[config.mk]
export PLATFORM = sky130hd
export DESIGN_NAME = date_time_text_parser_flat
export DESIGN_NICKNAME = d
export VERILOG_FILES = /design/src/design/dttp_pkg.sv /design/src/design/dttp_in_if.sv /design/src/design/dttp_out_if.sv /design/src/design/date_time_text_parser.sv /design/src/design/dttp_date_check.sv /design/src/design/dttp_parse.sv /design/src/flat_wrapper.sv
export SDC_FILE = /design/constraint.sdc
export NUM_CORES = 1
export LEC_CHECK = 0
export BUFFER_PORTS_ARGS = -buffer_cell sky130_fd_sc_hd__buf_4
export CORE_UTILIZATION = 55
export CTS_CLUSTER_SIZE = 28
export DETAILED_ROUTE_END_ITERATION = 16
export PLACE_DENSITY_LB_ADDON = 0.12
export SETUP_SLACK_MARGIN = 0.4
export SLEW_MARGIN = 25
export SYNTH_ARGS = -nofsm -noshare
export SYNTH_HDL_FRONTEND = slang
export SYNTH_SLANG_ARGS = --single-unit
[constraint.sdc]
create_clock -name i_clk -period 6.8 [get_ports i_clk]
set_input_delay 0 -clock i_clk [delete_from_list [all_inputs] [get_ports i_clk]]
set_output_delay 0 -clock i_clk [all_outputs]
set_load 0.005 [all_outputs]
[src/design/dttp_pkg.sv]
// Shared types, constants and helpers for the date/time text parser.
package dttp_pkg;

    localparam int unsigned NUM_FIELDS = 5;
    localparam int unsigned FLD_IDX_W  = 3;

    localparam logic [FLD_IDX_W-1:0] FLD_MONTH  = 3'd0;
    localparam logic [FLD_IDX_W-1:0] FLD_DAY    = 3'd1;
    localparam logic [FLD_IDX_W-1:0] FLD_YEAR   = 3'd2;
    localparam logic [FLD_IDX_W-1:0] FLD_HOUR   = 3'd3;
    localparam logic [FLD_IDX_W-1:0] FLD_MINUTE = 3'd4;

    localparam logic [15:0] MAG_MAX = 16'hFFFF;

    localparam logic [7:0] CH_SPACE = 8'h20;
    localparam logic [7:0] CH_COLON = 8'h3A;
    localparam logic [7:0] CH_PLUS  = 8'h2B;
    localparam logic [7:0] CH_MINUS = 8'h2D;
    localparam logic [7:0] CH_ZERO  = 8'h30;
    localparam logic [7:0] CH_NINE  = 8'h39;

    typedef enum logic [1:0] {
        ST_OK         = 2'd0,
        ST_FEW_FIELDS = 2'd1,
        ST_BAD_NUMBER = 2'd2,
        ST_BAD_DATE   = 2'd3
    } t_status;

    typedef struct packed {
        t_status     status;
        logic [15:0] year;
        logic [3:0]  month;
        logic [4:0]  day;
        logic [4:0]  hour;
        logic [5:0]  minute;
    } t_result;

    // Parsed tokens: magnitude, negative-nonzero flag, and leap flag of the year token
    typedef struct packed {
        logic [NUM_FIELDS-1:0][15:0] mag;
        logic [NUM_FIELDS-1:0]       neg;
        logic                        leap;
    } t_fields;

    function automatic logic [4:0] days_in_month(input logic [3:0] month, input logic leap);
        logic [4:0] days;
        unique case (month)
            4'd2:                      days = leap ? 5'd29 : 5'd28;
            4'd4, 4'd6, 4'd9, 4'd11:   days = 5'd30;
            default:                   days = 5'd31;
        endcase
        return days;
    endfunction

endpackage

[src/design/dttp_in_if.sv]
// Character input channel: valid/ready with one character and an end-of-text flag.
interface dttp_in_if;
    logic       valid;
    logic       ready;
    logic [7:0] ch;
    logic       last;

    modport source (output valid, output ch, output last, input ready);
    modport sink   (input valid, input ch, input last, output ready);
endinterface

[src/design/dttp_out_if.sv]
// Result channel: valid/ready with status and the stored date.
interface dttp_out_if;
    logic        valid;
    logic        ready;
    logic [1:0]  status;
    logic [15:0] year;
    logic [3:0]  month;
    logic [4:0]  day;
    logic [4:0]  hour;
    logic [5:0]  minute;

    modport source (output valid, output status, output year, output month, output day,
                    output hour, output minute, input ready);
    modport sink   (input valid, input status, input year, input month, input day,
                    input hour, input minute, output ready);
endinterface

[src/design/date_time_text_parser.sv]
// Top level of the date/time text parser: input register, parse stage, result register.
// The last character is held in the input register, its result in the result register.
// Throughput: one character per cycle; the parse stage stalls only when a result
// is due and the result register is still full.
// Reset (synchronous, active low) empties both registers, opens an empty first
// token and zeroes the stored date.
module date_time_text_parser (
    input  logic            i_clk,
    input  logic            i_rst_n,
    dttp_in_if.sink         i_in,
    dttp_out_if.source      o_out
);

    logic       r_in_valid;
    logic [7:0] r_in_ch;
    logic       r_in_last;

    logic              r_out_valid;
    dttp_pkg::t_result r_out;

    logic              out_free;
    logic              s_go;
    logic              step;
    logic              res_valid;
    dttp_pkg::t_result res;

    assign out_free   = !r_out_valid || o_out.ready;
    assign s_go       = !r_in_last || out_free;
    assign step       = r_in_valid && s_go;
    assign i_in.ready = !r_in_valid || s_go;

    always_ff @(posedge i_clk) begin
        if (!i_rst_n) begin
            r_in_valid <= 1'b0;
        end else if (i_in.ready) begin
            r_in_valid <= i_in.valid;
        end
    end

    always_ff @(posedge i_clk) begin
        if (i_in.valid && i_in.ready) begin
            r_in_ch   <= i_in.ch;
            r_in_last <= i_in.last;
        end
    end

    dttp_parse u_parse (
        .i_clk       (i_clk),
        .i_rst_n     (i_rst_n),
        .i_step      (step),
        .i_ch        (r_in_ch),
        .i_last      (r_in_last),
        .o_res_valid (res_valid),
        .o_res       (res)
    );

    always_ff @(posedge i_clk) begin
        if (!i_rst_n) begin
            r_out_valid <= 1'b0;
        end else if (out_free) begin
            r_out_valid <= res_valid;
        end
    end

    always_ff @(posedge i_clk) begin
        if (res_valid) begin
            r_out <= res;
        end
    end

    assign o_out.valid  = r_out_valid;
    assign o_out.status = r_out.status;
    assign o_out.year   = r_out.year;
    assign o_out.month  = r_out.month;
    assign o_out.day    = r_out.day;
    assign o_out.hour   = r_out.hour;
    assign o_out.minute = r_out.minute;

`ifndef ASSERT_OFF
    // a new result only follows a beat that ended a text
    a_res_from_last: assert property (@(posedge i_clk) disable iff (!i_rst_n)
        (o_out.valid && !$past(o_out.valid)) |-> $past(r_in_valid && r_in_last))
        else $error("result appeared without a last character");

    // a held input beat is not overwritten
    a_in_hold: assert property (@(posedge i_clk) disable iff (!i_rst_n)
        (r_in_valid && !s_go) |=> (r_in_valid && $stable(r_in_ch) && $stable(r_in_last)))
        else $error("stalled input beat lost");

    // an ok status always carries an in-range date
    a_ok_range: assert property (@(posedge i_clk) disable iff (!i_rst_n)
        (o_out.valid && (o_out.status == dttp_pkg::ST_OK)) |->
        ((o_out.month >= 4'd1) && (o_out.month <= 4'd12) && (o_out.day >= 5'd1)
         && (o_out.hour <= 5'd23) && (o_out.minute <= 6'd59)))
        else $error("ok status with out-of-range date");
`endif

endmodule

[src/design/dttp_date_check.sv]
// Calendar range check of five parsed fields.
module dttp_date_check (
    input  dttp_pkg::t_fields i_fld,
    output logic              o_ok
);

    logic [15:0] mo;
    logic [15:0] dd;
    logic [15:0] hh;
    logic [15:0] mi;
    logic [4:0]  lim;

    assign mo  = i_fld.mag[dttp_pkg::FLD_MONTH];
    assign dd  = i_fld.mag[dttp_pkg::FLD_DAY];
    assign hh  = i_fld.mag[dttp_pkg::FLD_HOUR];
    assign mi  = i_fld.mag[dttp_pkg::FLD_MINUTE];
    assign lim = dttp_pkg::days_in_month(mo[3:0], i_fld.leap);

    assign o_ok = !(|i_fld.neg)
                && (mo >= 16'd1) && (mo <= 16'd12)
                && (dd >= 16'd1) && (dd <= {11'd0, lim})
                && (hh <= 16'd23) && (mi <= 16'd59);

endmodule

[src/design/dttp_parse.sv]
// Tokenizer state, field capture and end-of-text status for one character per cycle while i_step is high.
module dttp_parse (
    input  logic              i_clk,
    input  logic              i_rst_n,
    input  logic              i_step,
    input  logic [7:0]        i_ch,
    input  logic              i_last,
    output logic              o_res_valid,
    output dttp_pkg::t_result o_res
);

    // token state
    logic [dttp_pkg::FLD_IDX_W-1:0] r_tok_idx;
    logic        r_in_tok;
    logic        r_tok_chars;
    logic        r_tok_neg;
    logic        r_tok_digit;
    logic        r_tok_err;
    logic [15:0] r_acc;
    logic [3:0]  r_tens;
    logic [3:0]  r_ones;
    logic [1:0]  r_h4;
    logic        r_num_err;
    dttp_pkg::t_fields r_fld;

    logic [15:0] r_st_year;
    logic [3:0]  r_st_month;
    logic [4:0]  r_st_day;
    logic [4:0]  r_st_hour;
    logic [5:0]  r_st_minute;

    logic        is_sep;
    logic        is_digit;
    logic        is_sign;
    logic [3:0]  dig;

    logic        b_chars, b_neg, b_digit, b_err;
    logic [15:0] b_acc;
    logic [3:0]  b_tens, b_ones;
    logic [1:0]  b_h4;

    logic        p_neg, p_digit, p_err;
    logic [15:0] p_acc;
    logic [3:0]  p_tens, p_ones;
    logic [1:0]  p_h4;
    logic [19:0] acc_mul;

    logic        c_neg, c_digit, c_err;
    logic [15:0] c_acc;
    logic [3:0]  c_tens, c_ones;
    logic [1:0]  c_h4;
    logic [1:0]  c_mod4;
    logic        c_leap;

    logic        close_req;
    logic        do_close;
    dttp_pkg::t_fields n_fld;
    logic        n_num_err;
    logic [dttp_pkg::FLD_IDX_W-1:0] n_tok_idx;
    logic        date_ok;
    dttp_pkg::t_status status;

    assign is_sep   = (i_ch == dttp_pkg::CH_SPACE) || (i_ch == dttp_pkg::CH_COLON);
    assign is_digit = (i_ch >= dttp_pkg::CH_ZERO) && (i_ch <= dttp_pkg::CH_NINE);
    assign is_sign  = (i_ch == dttp_pkg::CH_PLUS) || (i_ch == dttp_pkg::CH_MINUS);
    assign dig      = i_ch[3:0];

    // A character after a separator opens a fresh token
    assign b_chars = r_in_tok & r_tok_chars;
    assign b_neg   = r_in_tok & r_tok_neg;
    assign b_digit = r_in_tok & r_tok_digit;
    assign b_err   = r_in_tok & r_tok_err;
    assign b_acc   = r_in_tok ? r_acc  : 16'd0;
    assign b_tens  = r_in_tok ? r_tens : 4'd0;
    assign b_ones  = r_in_tok ? r_ones : 4'd0;
    assign b_h4    = r_in_tok ? r_h4   : 2'd0;

    assign acc_mul = ({4'd0, b_acc} << 3) + ({4'd0, b_acc} << 1) + {16'd0, dig};

    always_comb begin
        p_neg   = b_neg;
        p_digit = b_digit;
        p_err   = b_err;
        p_acc   = b_acc;
        p_tens  = b_tens;
        p_ones  = b_ones;
        p_h4    = b_h4;
        if (is_digit) begin
            if (acc_mul > {4'd0, dttp_pkg::MAG_MAX}) begin
                p_acc = dttp_pkg::MAG_MAX;
                p_err = 1'b1;
            end else begin
                p_acc = acc_mul[15:0];
            end
            p_digit = 1'b1;
            // last two decimal digits and (value / 100) mod 4, for the leap test
            p_tens  = b_ones;
            p_ones  = dig;
            p_h4    = {b_h4[0], 1'b0} + b_tens[1:0];
        end else if (!b_chars && is_sign) begin
            p_neg = (i_ch == dttp_pkg::CH_MINUS);
        end else begin
            p_err = 1'b1;
        end
    end

    // A separator closes the token as it stood; the last character closes it after update
    assign c_neg   = is_sep ? r_tok_neg   : p_neg;
    assign c_digit = is_sep ? r_tok_digit : p_digit;
    assign c_err   = is_sep ? r_tok_err   : p_err;
    assign c_acc   = is_sep ? r_acc       : p_acc;
    assign c_tens  = is_sep ? r_tens      : p_tens;
    assign c_ones  = is_sep ? r_ones      : p_ones;
    assign c_h4    = is_sep ? r_h4        : p_h4;

    assign c_mod4 = {c_tens[0], 1'b0} + c_ones[1:0];
    assign c_leap = (c_mod4 == 2'd0)
                  && (!((c_tens == 4'd0) && (c_ones == 4'd0)) || (c_h4 == 2'd0));

    assign close_req = is_sep ? r_in_tok : i_last;
    assign do_close  = close_req
                     && (r_tok_idx < dttp_pkg::FLD_IDX_W'(dttp_pkg::NUM_FIELDS));

    always_comb begin
        n_fld     = r_fld;
        n_num_err = r_num_err;
        n_tok_idx = r_tok_idx;
        if (do_close) begin
            n_fld.mag[r_tok_idx] = c_acc;
            n_fld.neg[r_tok_idx] = c_neg && (c_acc != 16'd0);
            if (r_tok_idx == dttp_pkg::FLD_YEAR) begin
                n_fld.leap = c_leap;
            end
            n_num_err = r_num_err | c_err | !c_digit;
            n_tok_idx = r_tok_idx + 1'b1;
        end
    end

    dttp_date_check u_date_check (
        .i_fld (n_fld),
        .o_ok  (date_ok)
    );

    always_comb begin
        if (n_tok_idx < dttp_pkg::FLD_IDX_W'(dttp_pkg::NUM_FIELDS)) begin
            status = dttp_pkg::ST_FEW_FIELDS;
        end else if (n_num_err) begin
            status = dttp_pkg::ST_BAD_NUMBER;
        end else if (!date_ok) begin
            status = dttp_pkg::ST_BAD_DATE;
        end else begin
            status = dttp_pkg::ST_OK;
        end
    end

    always_comb begin
        o_res.status = status;
        if (status == dttp_pkg::ST_OK) begin
            o_res.year   = n_fld.mag[dttp_pkg::FLD_YEAR];
            o_res.month  = n_fld.mag[dttp_pkg::FLD_MONTH][3:0];
            o_res.day    = n_fld.mag[dttp_pkg::FLD_DAY][4:0];
            o_res.hour   = n_fld.mag[dttp_pkg::FLD_HOUR][4:0];
            o_res.minute = n_fld.mag[dttp_pkg::FLD_MINUTE][5:0];
        end else begin
            o_res.year   = r_st_year;
            o_res.month  = r_st_month;
            o_res.day    = r_st_day;
            o_res.hour   = r_st_hour;
            o_res.minute = r_st_minute;
        end
    end

    assign o_res_valid = i_step && i_last;

    always_ff @(posedge i_clk) begin
        if (!i_rst_n) begin
            r_tok_idx   <= '0;
            r_in_tok    <= 1'b1;
            r_tok_chars <= 1'b0;
            r_tok_neg   <= 1'b0;
            r_tok_digit <= 1'b0;
            r_tok_err   <= 1'b0;
            r_acc       <= '0;
            r_tens      <= '0;
            r_ones      <= '0;
            r_h4        <= '0;
            r_num_err   <= 1'b0;
            r_st_year   <= '0;
            r_st_month  <= '0;
            r_st_day    <= '0;
            r_st_hour   <= '0;
            r_st_minute <= '0;
        end else if (i_step) begin
            if (i_last) begin
                r_tok_idx   <= '0;
                r_in_tok    <= 1'b1;
                r_tok_chars <= 1'b0;
                r_tok_neg   <= 1'b0;
                r_tok_digit <= 1'b0;
                r_tok_err   <= 1'b0;
                r_acc       <= '0;
                r_tens      <= '0;
                r_ones      <= '0;
                r_h4        <= '0;
                r_num_err   <= 1'b0;
                r_st_year   <= o_res.year;
                r_st_month  <= o_res.month;
                r_st_day    <= o_res.day;
                r_st_hour   <= o_res.hour;
                r_st_minute <= o_res.minute;
            end else if (is_sep) begin
                r_in_tok  <= 1'b0;
                r_tok_idx <= n_tok_idx;
                r_num_err <= n_num_err;
            end else begin
                r_in_tok    <= 1'b1;
                r_tok_chars <= 1'b1;
                r_tok_neg   <= p_neg;
                r_tok_digit <= p_digit;
                r_tok_err   <= p_err;
                r_acc       <= p_acc;
                r_tens      <= p_tens;
                r_ones      <= p_ones;
                r_h4        <= p_h4;
            end
        end
    end

    // captured fields are only read once all five are written in the same text
    always_ff @(posedge i_clk) begin
        if (i_step && !i_last && is_sep) begin
            r_fld <= n_fld;
        end
    end

endmodule
[src/flat_wrapper.sv]
// flat-port wrapper written by rule: the top's interface ports become plain ports
module date_time_text_parser_flat 
  (i_clk, i_rst_n, i_in_valid, i_in_ch, i_in_last, i_in_ready, o_out_valid, o_out_status, o_out_year, o_out_month, o_out_day, o_out_hour, o_out_minute, o_out_ready);
  dttp_in_if i_in_i ();
  dttp_out_if o_out_i ();
  input  logic i_clk;
  input  logic i_rst_n;
  input wire logic [$bits(i_in_i.valid)-1:0] i_in_valid;
  input wire logic [$bits(i_in_i.ch)-1:0] i_in_ch;
  input wire logic [$bits(i_in_i.last)-1:0] i_in_last;
  output wire logic [$bits(i_in_i.ready)-1:0] i_in_ready;
  output wire logic [$bits(o_out_i.valid)-1:0] o_out_valid;
  output wire logic [$bits(o_out_i.status)-1:0] o_out_status;
  output wire logic [$bits(o_out_i.year)-1:0] o_out_year;
  output wire logic [$bits(o_out_i.month)-1:0] o_out_month;
  output wire logic [$bits(o_out_i.day)-1:0] o_out_day;
  output wire logic [$bits(o_out_i.hour)-1:0] o_out_hour;
  output wire logic [$bits(o_out_i.minute)-1:0] o_out_minute;
  input wire logic [$bits(o_out_i.ready)-1:0] o_out_ready;
  assign i_in_i.valid = i_in_valid;
  assign i_in_i.ch = i_in_ch;
  assign i_in_i.last = i_in_last;
  assign i_in_ready = i_in_i.ready;
  assign o_out_valid = o_out_i.valid;
  assign o_out_status = o_out_i.status;
  assign o_out_year = o_out_i.year;
  assign o_out_month = o_out_i.month;
  assign o_out_day = o_out_i.day;
  assign o_out_hour = o_out_i.hour;
  assign o_out_minute = o_out_i.minute;
  assign o_out_i.ready = o_out_ready;
  date_time_text_parser u_core (.i_clk(i_clk), .i_rst_n(i_rst_n), .i_in(i_in_i), .o_out(o_out_i));
endmodule
# Yosys cells after proc, flatten, opt, wreduce, memory -nomap -nowiden
# Index checks and enable logic that the tools add are counted.
# op_classes
n_bitwise	6
add_sub_neg	5
eq_ne	11
order_cmp	13
n_reduce_logical	43
muxes	54
# ops
cell	n
two-way mux 16 bit	6
two-way mux 86 bit	1
bitwise mux 80 bit	1
demux 16 bit (select 3 bit)	1
two-way mux 36 bit	1
== test 8 x 6 -> 1 bit, second input constant	4
>= comparator 16 x 1 -> 1 bit, second input constant	2
two-way mux 4 bit	8
two-way mux 1 bit	23
adder 19 x 17 -> 20 bit	1
adder 20 x 4 -> 20 bit	1
> comparator 20 x 16 -> 1 bit, second input constant	1
logical AND 1 bit	18
<= comparator 16 x 4 -> 1 bit, second input constant	1
<= comparator 16 x 5 -> 1 bit	1
<= comparator 16 x 5 -> 1 bit, second input constant	1
<= comparator 16 x 6 -> 1 bit, second input constant	1
nonzero test 16 bit	1
two-way mux 2 bit	7
two-way mux 3 bit	3
== test 4 x 3 -> 1 bit, second input constant	2
== test 4 bit, second input constant	2
>= comparator 8 x 6 -> 1 bit, second input constant	1
<= comparator 8 x 6 -> 1 bit, second input constant	1
other kinds (21)	43
# word_totals
wordCells	165
in_bits	13
register_bits	206

# Logic depth before layout (Yosys ltp)
# Gate-level depths: netlist (run 1).
# depth
ltp_word	24
depth_mapped	29

# Hierarchy
# Synthesis (run 1) repeated with hierarchy kept, for this count alone.
# hier_totals
hier_cells	994
area_unflattened_um2	10571.4
# modules_own_cells
module	n_inst	seq_area_each_um2	area_each_um2	cells_per_inst
dttp_parse	1	4003.8	8795.9	900
date_time_text_parser	1	1451.4	1515.2	56
dttp_date_check	1	0.0	260.2	38

# Worst setup path after synthesis (run 1)
# OpenSTA, ideal clock, no wires.
# synth_path
kind	register to register
from	register u_core.u_parse.r_in_tok
to	register u_core.r_out (netlist bit u_core.o_out.month[3]), data pin
t_arrival_ps	7020
stages_incl_launch_ff	28
n_path_buf	5
required_time_ps	6538
path_slack_ps	-482
cell_sequence	dfxtp_1 -> clkbuf_1 -> clkbuf_1 -> clkbuf_1 -> and2_1 -> ha_1 -> ha_1 -> fa_1 -> a211oi_1 -> o21ai_1 -> and4b_1 -> o21bai_1 -> nand3_2 -> or3_1 -> clkbuf_2 -> o31ai_1 -> inv_1 -> or3_1 -> nor2b_1 -> ha_1 -> a21oi_1 -> a21oi_1 -> and4_1 -> a2111o_1 -> a311o_1 -> nor4b_4 -> buf_6 -> mux2_1
# synth_rtl
item	line_no	source
from (decl)	dttp_parse.sv:14	logic r_in_tok;
from (signal assigned)	dttp_parse.sv:178	r_in_tok <= 1'b1;
from (signal assigned)	dttp_parse.sv:196	r_in_tok <= 1'b1;
from (signal assigned)	dttp_parse.sv:212	r_in_tok <= 1'b0;
to (signal assigned)	date_time_text_parser.sv:67	r_out <= res;
to (decl)	date_time_text_parser.sv:19	dttp_pkg::t_result r_out;

==> impl_results.md, run 1 <==
* Critical path peak fanout at 6
* Lkg Pwr at 5.40 nW
* Drt via density at 6.37
* Post-synth top area cell: edfxtp_1
* Ant diodes at 0
* Initial Util at 0.565
* Nets@finish at 1,329
* Max cap viols at 0
* # rows at 52
* Slew margin rel. at 0.322
* First-pass GRT wire length at 51,100 um
* Die Ht at 147 um
* Share of cells above drive strength 1 at 0.203
* Via count of the routed design at 9,975
* Initial antenna violation count at 1
* Commonest cells after routing, fill and taps aside: nand2_1, edfxtp_1, buf_4
* Flops & latches, synth at 206
* CTS tree: done
* Root Driver: clkbuf_16
* Leading register cell type out of synthesis: edfxtp_1
* Status: complete, no violations
* Die Area at 21,600 um2
* Required @ worst endpoint at 7.06 ns
* Power per cell area at 195 nW/um2
* Chip Width at 147 um
* Worst EP arrival at 6.57 ns
* Crit. End Element: register
* Min-Delay Path Class: input pin to register
* IO Count at 53
* Area Overhead vs Synth at 19.4%
* Iteration count of the initial detailed-routing pass at 5
* CTS Buf Count at 23
* Worst Skew at 0.0175 ns
* Largest net degree at the start of global routing at 110
* Main area contributors after synthesis: edfxtp_1, dfxtp_1, nand2_1
* H-tree levels at 1
* Placeable Area at 20,400 um2
* Non-filler cells, final at 1,567
* ANT nets after route at 0
* Setup TNS at 0 ns
* Clk buf depth at 3
* DRT iter0 DRCs at 1,166
* Crit path launch type: register
* Post-synthesis sequential area ratio at 0.472
* Syn avg cell area at 9.67 um2
* WL final at 34,200 um
* Final Slew Violations at 0
* Tightest Pin Transition at 1.01 ns
* DR WL/cell at 21.9 um
* Most common cell after layout, fill and taps aside: nand2_1
* Synth top area share at 0.346
* Syn nets at 1,244
* Clock slew at reported path FFs at 0.06 ns
* Final setup violation count at 0
* VDD IR max at 0.207 mV
* Vias in the first global route at 9,125
* Later-pin clock latency in the skew report at 0.51 ns
* Post-Syn Instances at 1,195
* Yosys cell types at 84
* Dpl cells at 1,486
* Post-synth ARST share at 0
* Routability cong. at 0.996
* Setup CP Type: register to register
* Post-synth EDFFs at 133
* Mapped cell area at 11,600 um2
* RSZ-0062 raised after global routing: no
* GR Util All Layers at 0.304
* Period utilization at 0.928
* # clock sinks at 206
* Overflow after GRT at 0
* DRC at 0
* Final hold vios at 0
* Number of port buffers at 52
* Minimum clock period at 6.31 ns
* Post-DP HPWL at 22,900 um
* Fmax at 159 MHz
* YS warnings at 0
==> flip-flops by register name, indices dropped and copies added, names as in the netlist, 2 cells and up <==
register	count
u_core.o_out.status	2
u_core.u_parse.r_st_year	16
u_core.u_parse.r_st_hour	5
u_core.r_in_ch	8
u_core.u_parse.r_acc	16
u_core.o_out.hour	5
u_core.u_parse.r_tok_idx	3
u_core.u_parse.r_tens	4
u_core.o_out.day	5
u_core.u_parse.r_fld	86
u_core.u_parse.r_st_minute	6
u_core.u_parse.r_ones	4
u_core.o_out.year	16
u_core.u_parse.r_st_day	5
u_core.o_out.month	4
u_core.o_out.minute	6
u_core.u_parse.r_h4	2
u_core.u_parse.r_st_month	4
==> critical path, cell delays in order, from the launching register on <==
cell,delay (ns)
dfxtp_4,0.36
clkbuf_2,0.14
and2_1,0.18
ha_1,0.34
ha_4,0.31
o211ai_1,0.12
o211ai_1,0.27
a41o_1,0.29
buf_4,0.13
o21ba_2,0.18
o22ai_4,0.10
or3_4,0.39
o31ai_4,0.30
inv_2,0.08
or3_4,0.35
nor2b_1,0.12
ha_1,0.27
a21oi_2,0.16
a21oi_1,0.05
and4_1,0.19
a2111o_1,0.30
a311o_1,0.38
nor4b_4,0.33
buf_6,0.19
clkbuf_16,0.17
mux2_1,0.33
==> area by class of cell <==
cell class                      count  area (um2)
Fill cell                        1622        6640
Tap cell                          270         338
Inverter                           18        67.6
Sequential cell                   206        5470
Clock inverter                      5        53.8
Multi-Input combinational cell    894        6030
Clock buffer                       37         708
Timing Repair Buffer              137        1130
==> where the power goes <==
group,internal (mW),total [mW],switching [mW]
Sequential,1.33,1.33,0.00702
Combinational,0.0440,0.123,0.0792
Clock,0.749,1.24,0.490
Total,2.12,2.70,0.576
==> worst paths after layout <==
| kind | from | endpoint | slack (ns) | depth (start not counted) |
|---|---|---|---|---|
| worst min-delay path | i_rst_n | u_core.u_parse.r_st_hour[4] | 0.17 | 3 |
| worst max register to register | u_core.u_parse.r_in_tok | u_core.o_out.year[15] | 0.49 | 25 |
| worst min register to register | u_core.u_parse.r_st_year[13] | u_core.u_parse.r_st_year[13] | 0.46 | 2 |
| worst max-delay path | u_core.u_parse.r_in_tok | u_core.o_out.year[15] | 0.49 | 25 |
==> cell usage after synthesis (all sizes together), types with 4 or more instances <==
| cell | n |
|---|---|
| nor4 | 19 |
| o41ai | 9 |
| nor4b | 4 |
| nand3 | 20 |
| a21o | 9 |
| or2 | 6 |
| mux2i | 47 |
| a211oi | 8 |
| o2111ai | 6 |
| edfxtp | 133 |
| nand2b | 8 |
| nand2 | 238 |
| a31oi | 10 |
| inv | 18 |
| o21a | 4 |
| a221oi | 4 |
| nor2b | 17 |
| a21boi | 4 |
| dfxtp | 73 |
| nand4 | 11 |
| a22oi | 13 |
| a32o | 4 |
| xor2 | 7 |
| ha | 35 |
| nor2 | 40 |
| nor3 | 21 |
| a32oi | 4 |
| o211ai | 7 |
| o21ai | 114 |
| and3 | 5 |
| o31ai | 15 |
| or4 | 7 |
| or3 | 7 |
| clkbuf | 60 |
| mux2 | 43 |
| buf | 17 |
| and2 | 40 |
| xnor2 | 6 |
| a21oi | 57 |
==> through the flow <==
step	setup slack (ns)	hold WS, ns	power (mW)	util	cell area, um2
2_1_floorplan	0.402	0.0989	1.43	-	11700
3_3_place_gp	0.368	0.178	1.47	0.607	12400
4_1_cts	0.401	0.177	2.70	0.652	13300
5_1_grt	0.324	0.195	2.76	0.675	13800
6_report	0.491	0.169	2.70	0.675	13800
3_5_place_dp	0.194	0.179	1.47	0.608	12400
==> per-layer routing <==
layer	share of wire	track usage	up-vias	wire, um
met3	0.081	0.0413	72	2780
met5	0	0	-	0
met1	0.44	0.440	4839	14900
li1	-	-	4582	-
met2	0.45	0.473	482	15500
met4	0.030	0.0974	0	1030
==> timing repair <==
item,in CTS,in global routing
gates cloned,0,3
resized for setup,7,51
setup endpoints to repair,61,72
hold buffers,12,0
pin swaps,0,17
endpoints found under the hold margin,11,0
buffers inserted,0,24
==> cell families after synthesis <==
kind of cell,share of synthesized area
AO/OA/AOI/OAI,0.173
XOR/XNOR,0.00986
adder cells (fa/ha/maj),0.0396
buffers and inverters,0.0348
flip-flops,0.472
multiplexers,0.0826
AND/OR/NAND/NOR,0.188
Note: power is estimated with default switching activity, not from simulation.
==> run 2, diff against run 1 <==
--- a/config.mk
+++ b/config.mk
@@ -5,6 +5,7 @@
 export SDC_FILE = /design/constraint.sdc
 export NUM_CORES = 1
 export LEC_CHECK = 0
+export ABC_AREA = 1
 export BUFFER_PORTS_ARGS = -buffer_cell sky130_fd_sc_hd__buf_4
 export CORE_UTILIZATION = 55
 export CTS_CLUSTER_SIZE = 28
==> run 2 against run 1 <==
Clock power is 4% lower. Non-clock buffer count is 56 lower. Sequential power hardly changed. Critical path depth is 13 higher. Die area is 0.81% lower. Final cell count is 15% higher. Final area is 5.8% lower. Largest cell class is now registers. Largest power group unchanged.
==> impl_results.md, run 2 <==
* Status: complete, no violations (unchanged)
* Post-synthesis sequential area ratio at 0.476 (was 0.472)
* Main area contributors after synthesis: edfxtp_1, nand2_1, dfxtp_1 (was edfxtp_1, dfxtp_1, nand2_1)
* DRT iter0 DRCs at 605 (was 1,166)
* Mapped cell area at 11,500 um2 (was 11,600 um2)
* WL final at 27,900 um (was 34,200 um)
* Overflow after GRT at 0 (unchanged)
* Top post-synthesis cells by count: nand2_1, inv_1, edfxtp_1, nor2_1 (was nand2_1, edfxtp_1, o21ai_0, dfxtp_1, clkbuf_1)
* RR Endpoint: u_core.u_parse.r_st_hour[0] (was u_core.o_out.year[15])
* WHS Path Cells at 2 (was 3)
* Slew margin rel. at 0.397 (was 0.322)
* Setup TNS at 0 ns (unchanged)
* RSZ-0062 raised after global routing: no (unchanged)
* Crit. End Element: register (unchanged)
* Most flops, register: u_core.u_parse.r_fld (unchanged)
* First-pass GRT wire length at 45,000 um (was 51,100 um)
* VDD IR max at 0.189 mV (was 0.207 mV)
* DR WL/cell at 15.4 um (was 21.9 um)
* Final hold vios at 0 (unchanged)
* Period utilization at 0.853 (was 0.928)
* Max cap viols at 0 (unchanged)
* Synth top area share at 0.349 (was 0.346)
* FF-to-FF path depth at 38 (was 25)
* Final Core Density at 0.640 (was 0.675)
* YS warnings at 0 (unchanged)
* Placement-stage cell area at 12,000 um2 (was 12,400 um2)
* # clock sinks at 206 (unchanged)
* Post-Syn Instances at 1,469 (was 1,195)
* Clk buf depth at 3 (unchanged)
* Ant diodes at 0 (unchanged)
* Reg-to-Reg Start: u_core.u_parse.r_in_tok (unchanged)
* Design Area, Final at 13,000 um2 (was 13,800 um2)
* # rows at 52 (unchanged)
* Share of power burned in registers at 0.507 (was 0.495)
* Min-Delay Path Class: input pin to register (unchanged)
* Root Driver: clkbuf_16 (unchanged)
* Die Area at 21,400 um2 (was 21,600 um2)
* Tightest Pin Transition at 0.902 ns (was 1.01 ns)
* CP bufs+invs at 4 (was 5)
* Drt via density at 5.38 (was 6.37)
* Max FFs per register at 86 (unchanged)
* Critical path's top delay family: simple AND/OR/NAND/NOR gates (was compound AO/OA/AOI/OAI gates)
* Minimum clock period at 5.80 ns (was 6.31 ns)
* Initial antenna violation count at 0 (was 1)
* Fmax at 172 MHz (was 159 MHz)
* Setup CP Type: register to register (unchanged)
* Logic pwr share at 0.043 (was 0.046)
* Most common cell after layout, fill and taps aside: nand2_1 (unchanged)
* Leading register cell type out of synthesis: edfxtp_1 (unchanged)
* Post-DP HPWL at 19,000 um (was 22,900 um)
* Commonest cells after routing, fill and taps aside: nand2_1, inv_1, edfxtp_1 (was nand2_1, edfxtp_1, buf_4)
* Via count of the routed design at 9,722 (was 9,975)
* Fillcell total at 1,811 (was 1,622)
* Final setup violation count at 0 (unchanged)
* Flops & latches, synth at 206 (unchanged)
* Lkg Pwr at 5.78 nW (was 5.40 nW)
* DRC at 0 (unchanged)
* CTS tree: done (unchanged)
* Post-synth ARST share at 0 (unchanged)
* Yosys cell types at 44 (was 84)
* Switching power at 0.569 mW (was 0.576 mW)
* Number of port buffers at 52 (unchanged)
* Worst EP arrival at 6.25 ns (was 6.57 ns)
* Post-synth top area cell: edfxtp_1 (unchanged)
* GR Util All Layers at 0.258 (was 0.304)
* Sw Share at 0.216 (was 0.214)
* Count leader, synth: nand2_1 (unchanged)
* Post-synth EDFFs at 133 (unchanged)
* Die Ht at 146 um (was 147 um)
* Iteration count of the initial detailed-routing pass at 5 (unchanged)
* IO Count at 53 (unchanged)
* Critical path origin: u_core.u_parse.r_in_tok (unchanged)
* Placeable Area at 20,300 um2 (was 20,400 um2)
* P_int at 2.07 mW (was 2.12 mW)
* Worst Skew at 0.0171 ns (was 0.0175 ns)
* Setup slack, reg-to-reg at 1.00 ns (was 0.49 ns)
* Required @ worst endpoint at 7.26 ns (was 7.06 ns)
* Worst Hold Path EP: u_core.r_in_ch[5] (was u_core.u_parse.r_st_hour[4])
* Syn avg cell area at 7.80 um2 (was 9.67 um2)
* Clock slew at reported path FFs at 0.06 ns (about the same)
* Power per cell area at 203 nW/um2 (was 195 nW/um2)
* H-tree levels at 1 (unchanged)
* Largest net degree at the start of global routing at 66 (was 110)
* Initial Util at 0.564 (was 0.565)
* ANT nets after route at 0 (unchanged)
* HP Start: i_in_ch[5] (was i_rst_n)
* Share of cells above drive strength 1 at 0.127 (was 0.203)
* Crit path launch type: register (unchanged)
* CP dominant cell by count: nand2_1
* Routability cong. at 0.890 (was 0.996)
* Nets@finish at 1,569 (was 1,329)
* CTS Buf Count at 22 (was 23)
* CP Depth at 38 (was 25)
* Syn nets at 1,518 (was 1,244)
* Later-pin clock latency in the skew report at 0.51 ns (about the same)
* Chip Width at 146 um (was 147 um)
* Critical path peak fanout at 19 (was 6)
* Area Overhead vs Synth at 13.4% (was 19.4%)
* Final Slew Violations at 0 (unchanged)
* Clock share of power at 0.451 (was 0.460)
* Vias in the first global route at 9,107 (was 9,125)
* Worst path max stage delay at 0.51 ns (was 0.39 ns)
* Slowest-stage cell, CP: dfxtp_2 (was or3_4)
-- run 2: how the worst max path moves through the flow --
stage	slack, ns	endpoint
3_5_place_dp	0.61	u_core.o_out.day[0]
5_1_grt	0.44	u_core.u_parse.r_st_hour[0]
3_3_place_gp	0.72	u_core.o_out.year[13]
6_report	1.00	u_core.u_parse.r_st_hour[0]
2_1_floorplan	1.37	u_core.u_parse.r_fld[0]
4_1_cts	0.57	u_core.o_out.day[0]
-- run 2: what timing repair did --
item,CTS,global route
endpoints found under the hold margin,12,0
endpoints found under the setup margin,0,73
gates resized for setup,0,2
hold buffers,14,0
buffers inserted,0,7
-- run 2: cells by family after synthesis --
logic type	Yosys count	share of synthesized area
xor gates and xnor gates	13	0.00994
AOI/OAI and AO/OA	160	0.0759
and+or+nand+nor	821	0.315
DFF	206	0.476
adders and majority gates	36	0.0400
buffers and inverters	233	0.0835
-- run 2: worst register-to-register path: cells and delay by family, from the launching register on --
family | cells | cell delay (ns)
buffers and inverters | 4 | 0.31
and+or+nand+nor | 27 | 3.38
adders and majority gates | 3 | 1.06
DFF | 1 | 0.51
AOI/OAI and AO/OA | 4 | 0.52
-- run 2: area by class of cell --
class	count	area (um2)	area share
sequential	206	5460	0.420
inverter	177	664	0.0512
multi-input combinational	1032	5130	0.395
tap	270	338	0.0260
clock inverter	12	118	0.00906
clock buffer	28	603	0.0464
timing repair buffer	81	681	0.0524
-- run 2: stage by stage --
| step | setup WS (ns) | power, mW | std cells | hold WS, ns |
|---|---|---|---|---|
| floorplan | 1.37 | 1.43 | 1469 | 0.0989 |
| global placement | 0.719 | 1.47 | 1743 | 0.179 |
| detailed placement | 0.605 | 1.47 | 1743 | 0.179 |
| CTS | 0.574 | 2.66 | 1797 | 0.205 |
| global route | 0.436 | 2.72 | 1806 | 0.216 |
| finish | 1.00 | 2.64 | 1806 | 0.210 |
-- run 2: layer usage --
metal	wire length [um]	track usage
met5	0	0
met4	620	0.0755
met3	1540	0.0300
met2	13200	0.435
met1	12500	0.352
-- run 2: power by group through the flow --
| stage | clock network [mW] | registers [mW] | logic, mW |
|---|---|---|---|
| floorplan | 0 | 1.36 | 0.0754 |
| global placement | 0 | 1.36 | 0.103 |
| detailed placement | 0 | 1.36 | 0.104 |
| CTS | 1.21 | 1.34 | 0.111 |
| global route | 1.26 | 1.34 | 0.125 |
| finish | 1.19 | 1.34 | 0.112 |
